## config.mk

```make
export PLATFORM = sky130hd
export DESIGN_NAME = stw_offset_lane
export DESIGN_NICKNAME = d
export VERILOG_FILES = /design/src/sv/stw_pkg.sv /design/src/sv/stw_offset_lane.sv
export SDC_FILE = /design/constraint.sdc
export NUM_CORES = 2
export LEC_CHECK = 0
export BUFFER_PORTS_ARGS = -buffer_cell sky130_fd_sc_hd__buf_2
export CORE_MARGIN = 3
export CORE_UTILIZATION = 50
export CTS_CLUSTER_DIAMETER = 200
export DETAILED_ROUTE_END_ITERATION = 8
export PLACE_DENSITY = 0.82
export SLEW_MARGIN = 5
export SYNTH_ARGS = -nofsm -noshare
export SYNTH_HDL_FRONTEND = slang
export SYNTH_SLANG_ARGS = --single-unit
```

## constraint.sdc

```tcl
create_clock -name i_clk -period 6.1 [get_ports i_clk]
set_input_delay 0.305 -clock i_clk [delete_from_list [all_inputs] [get_ports i_clk]]
set_output_delay 0.305 -clock i_clk [all_outputs]
set_load 0.05 [all_outputs]
```

## src/sv/stw_pkg.sv

```systemverilog
// ----------------------------------------------------------------------------
// Strided tensor walker package
// Register indexes, configuration port widths and the packed field helper
// used by the walker and its offset lanes.
// ----------------------------------------------------------------------------
`default_nettype none

package stw_pkg;

    localparam int CFG_IDX_BITS   = 4;
    localparam int CFG_DATA_BITS  = 64;
    localparam int RANK_BITS      = 3;
    localparam int FIELD_MAX_BITS = 32;

    localparam logic [CFG_IDX_BITS-1:0] CFG_RANK        = 4'd0;
    localparam logic [CFG_IDX_BITS-1:0] CFG_EXTENTS     = 4'd1;
    localparam logic [CFG_IDX_BITS-1:0] CFG_SRC_A_BASE  = 4'd2;
    localparam logic [CFG_IDX_BITS-1:0] CFG_SRC_B_BASE  = 4'd3;
    localparam logic [CFG_IDX_BITS-1:0] CFG_DST_BASE    = 4'd4;
    localparam logic [CFG_IDX_BITS-1:0] CFG_A_STRIDES   = 4'd5;
    localparam logic [CFG_IDX_BITS-1:0] CFG_B_STRIDES   = 4'd6;
    localparam logic [CFG_IDX_BITS-1:0] CFG_OUT_STRIDES = 4'd7;

    // Returns the field of the given width that starts at bit position shift.
    // A field that starts past the top of the word reads as zero.
    function automatic logic [FIELD_MAX_BITS-1:0] f_packed_field(
        input logic [CFG_DATA_BITS-1:0] word,
        input int unsigned              shift,
        input int unsigned              bits
    );
        logic [CFG_DATA_BITS-1:0] tmp;
        logic [CFG_DATA_BITS-1:0] mask;
        tmp  = '0;
        mask = (CFG_DATA_BITS'(1) << bits) - CFG_DATA_BITS'(1);
        if (shift < CFG_DATA_BITS) begin
            tmp = (word >> shift) & mask;
        end
        return tmp[FIELD_MAX_BITS-1:0];
    endfunction

endpackage

`default_nettype wire

```

## src/sv/stw_offset_lane.sv

```systemverilog
// ----------------------------------------------------------------------------
// Strided tensor walker offset lane
// Forms base + sum(index * stride) for one tensor over two register stages:
// per-dimension products, then the sum with the base.
// ----------------------------------------------------------------------------
`default_nettype none

module stw_offset_lane #(
    parameter int MAX_RANK    = 4,
    parameter int EXTENT_BITS = 16,
    parameter int OFFSET_BITS = 32
) (
    input  logic                                   i_clk,
    input  logic                                   i_ld_prod,
    input  logic                                   i_ld_sum,
    input  logic [MAX_RANK-1:0][EXTENT_BITS-1:0]   i_idx,
    input  logic [stw_pkg::CFG_DATA_BITS-1:0]      i_strides,
    input  logic [OFFSET_BITS-1:0]                 i_base,
    output logic [OFFSET_BITS-1:0]                 o_offset
);

    localparam int PROD_BITS = 2 * EXTENT_BITS + 1;
    localparam int WIDE_BITS = (PROD_BITS > OFFSET_BITS) ? PROD_BITS : OFFSET_BITS;

    logic [MAX_RANK-1:0][EXTENT_BITS-1:0] stride_fld;
    logic [MAX_RANK-1:0][OFFSET_BITS-1:0] n_prod;
    logic [MAX_RANK-1:0][OFFSET_BITS-1:0] r_prod;
    logic [OFFSET_BITS-1:0]               n_sum;
    logic [OFFSET_BITS-1:0]               r_sum;

    for (genvar d = 0; d < MAX_RANK; d++) begin : g_fld
        localparam int unsigned SHIFT = (MAX_RANK - 1 - d) * EXTENT_BITS;
        assign stride_fld[d] = EXTENT_BITS'(stw_pkg::f_packed_field(i_strides, SHIFT,
                                                                    EXTENT_BITS));
    end

    // The index is unsigned and the stride signed; the product is
    // sign-extended or truncated to the offset width, which gives the
    // wrap-around result of the unsigned sum.
    always_comb begin
        logic signed [EXTENT_BITS:0]   a_op;
        logic signed [EXTENT_BITS-1:0] b_op;
        logic signed [PROD_BITS-1:0]   prod;
        logic signed [WIDE_BITS-1:0]   wide;
        for (int d = 0; d < MAX_RANK; d++) begin
            a_op      = $signed({1'b0, i_idx[d]});
            b_op      = $signed(stride_fld[d]);
            prod      = a_op * b_op;
            wide      = prod;
            n_prod[d] = wide[OFFSET_BITS-1:0];
        end
    end

    always_comb begin
        n_sum = i_base;
        for (int d = 0; d < MAX_RANK; d++) begin
            n_sum = n_sum + r_prod[d];
        end
    end

    always_ff @(posedge i_clk) begin
        if (i_ld_prod) begin
            r_prod <= n_prod;
        end
        if (i_ld_sum) begin
            r_sum <= n_sum;
        end
    end

    assign o_offset = r_sum;

endmodule

`default_nettype wire

```

==> flow_summary.yaml <==
setup_path:
  end_kind: "flop"
  path_buf_inv: 6
  critPathMaxFanout: 10
  cp.required_ns: 6.30
  worstSetupPathType: "in2reg"
  critical_path.max_stage_delay_ns: 0.55
  worst_setup_path_start_kind: "input port"
  worst_ep_arrival_time_ns: 5.97
  worst_path_max_delay_cell: "fa_1"
  crit_path_frequent_cell: "fa_1"
  crit_chain: "buf_2 > buf_4 > and2_1 > fa_1 > inv_1 > fa_1 > fa_1 > inv_1 > ha_1 > fa_1 > inv_1 > fa_1 > inv_1 > ha_1 > nand4_1 > nor3_1 > a211oi_2 > a211oi_1 > o31a_1 > nor2_4 > a311o_1"
  crit_family: "adder cells"
synthesis:
  ys.warnings.count: 0
  syn_area_per_cell_um2: 9.58
  yosysMostFrequentCell: "inv_1"
  synth-seq-cells: 160
  synthArstFlopShare: 0
  ys_seq_area_frac: 0.112
  yosysTopAreaCellShare: 0.403
  synth_edf_count: 160
  ys_top_cells_by_area: "fa_1 40%, ha_1 15%, edfxtp_1 11%"
  yosys-top-cells-count: "980 x inv_1, 868 x fa_1, 557 x nand2_1"
  yosysUniqueCellTypes: 71
  synth_area_mm2: 0.0431
  synth_flop_cell: "edfxtp_1"
  yosysTopAreaCell: "fa_1"
  syn-num-nets: 6030
  syn_inst: 4499
sta:
  rsz0062_at_grt: "no"
  skew_ns: 0.0123
  hold_slack_ns: 0.390
  fmax_ghz: 0.173
  worstMarginPinSlew_ns: 0.897
  fin_ws_ns: 0.329
  post-route-min-period_ns: 5.77
  maxSlewHeadroom: 0.402
  period_share: 0.946
  hold_violations: 0
  maxSlewViolCount: 0
  setup_viol: 0
layout:
  fillers: 7322
  drive_gt1_frac: 0.0812
  finalNonFillerCells: 5842
  final_core_util: 0.545
  syn2layout_area_growth_pct: 7.81
  fin_nets: 6211
route:
  drt_iter0_markers: 2338
  wl_per_cell_um: 18.1
  first_pass_iters: 5
  drc: 0
  totalWireLength_um: 106000
  vias_per_cell: 5.44
  vias: 31800
  final_antenna_net_count: 0
clock_network:
  clock-sinks: 160
  clk_latency_ns: 0.45
  cts_setup_buffers: 0
  root_buffer: "clkbuf_16"
  cts_made_buffers: 17
  path_clk_slew_ns: 0.07
  hold_buffers: 0
  clock_path_buffers: 2
  h-tree-depth: 4
  cts_tree: "built"
  cts_resized: 0
global_route:
  met2_usage: 0.403
  antenna_found_initial: 7
  grt.busiest_layer: "met2"
  met3_usage: 0.0452
  grt_pass1_wl_um: 176000
  met1_usage: 0.327
  grt_max_degree: 66
  gr-usage-all-layers: 0.246
  grt_overflow: 0
  grt_pass1_vias: 34200
floorplan:
  num_rows: 107
  core_area_mm2: 0.0853
  die_w_um: 300
  die_h_um: 300
  io_pins: 195
  initial_core_util: 0.505
  dieArea_mm2: 0.0897
status:
  status: "finished, final reports clean"
hold_path:
  hp-class: "in2reg"
place:
  dp_cells: 5805
  dpl.hpwl_um: 91200
  port_buffers: 194
  gp_congestion: 0.950
  dpl_worst_slack_ns: -0.0842
job:
  maxCapViolCount: 0
==> cells in the final DEF, fill, tap and decap left out, types with 73 or more instances in the layout <==
cell type	n
a21o_1	73
a21oi_1	126
and2_1	475
buf_2	193
buf_4	121
edfxtp_1	160
fa_1	868
ha_1	500
inv_1	980
nand2_1	557
nor2_1	96
xnor2_1	115
==> cells by family (layout without fill, tap and decap cells) <==
logic type / Yosys count / after routing / synth area share
AO/OA/AOI/OAI: 409 / 409 / 0.0635
XOR/XNOR: 150 / 150 / 0.0305
adder cells (fa/ha/maj): 1368 / 1368 / 0.549
buffers and inverters: 1135 / 1329 / 0.0991
flip-flops: 160 / 160 / 0.112
multiplexers: 2 / 2 / 0.000465
other: 0 / 5 / 0
AND/OR/NAND/NOR: 1275 / 1275 / 0.146
==> routing by layer <==
| metal | up-vias | part of all wire |
|---|---|---|
| met5 | - | 0.00012 |
| met3 | 295 | 0.087 |
| met1 | 16000 | 0.40 |
| li1 | 14100 | - |
| met4 | 2 | 0.043 |
| met2 | 1363 | 0.47 |
==> per-stage QoR <==
stage               setup TNS (ns)  instance area [µm²]
floorplan                        0                43100
global placement                 0                45800
detailed placement          -0.219                45800
CTS                              0                46400
global route                     0                46400
finish                           0                46400
==> worst paths after layout <==
path / start / endpoint / slack [ns] / cells past startpoint
max: i_strides[4] / r_prod[120]$_DFFE_PP_ / 0.33 / 21
min: i_strides[32] / r_prod[32]$_DFFE_PP_ / 0.39 / 2
max reg2reg: r_prod[0]$_DFFE_PP_ / o_offset[17]$_DFFE_PP_ / 1.40 / 16
min reg2reg: r_prod[96]$_DFFE_PP_ / o_offset[0]$_DFFE_PP_ / 0.59 / 1
==> cell type report <==
class / count / area, µm² / share of cell area
multi-input combinational: 3204 / 34000 / 0.732
sequential: 160 / 4800 / 0.103
inverter: 982 / 3690 / 0.0794
timing repair buffer: 315 / 1890 / 0.0408
tap: 1144 / 1430 / 0.0308
clock buffer: 17 / 425 / 0.00916
clock inverter: 15 / 184 / 0.00396
antenna: 5 / 12.5 / 0.000269
==> registers in the layout (all words and copies together) (netlist names) <==
register / flops
o_offset: 32
r_prod: 128
Power is left out: the tool's default activity adds up to more than one toggle a clock period on the data nets, which glitch-free logic cannot reach.
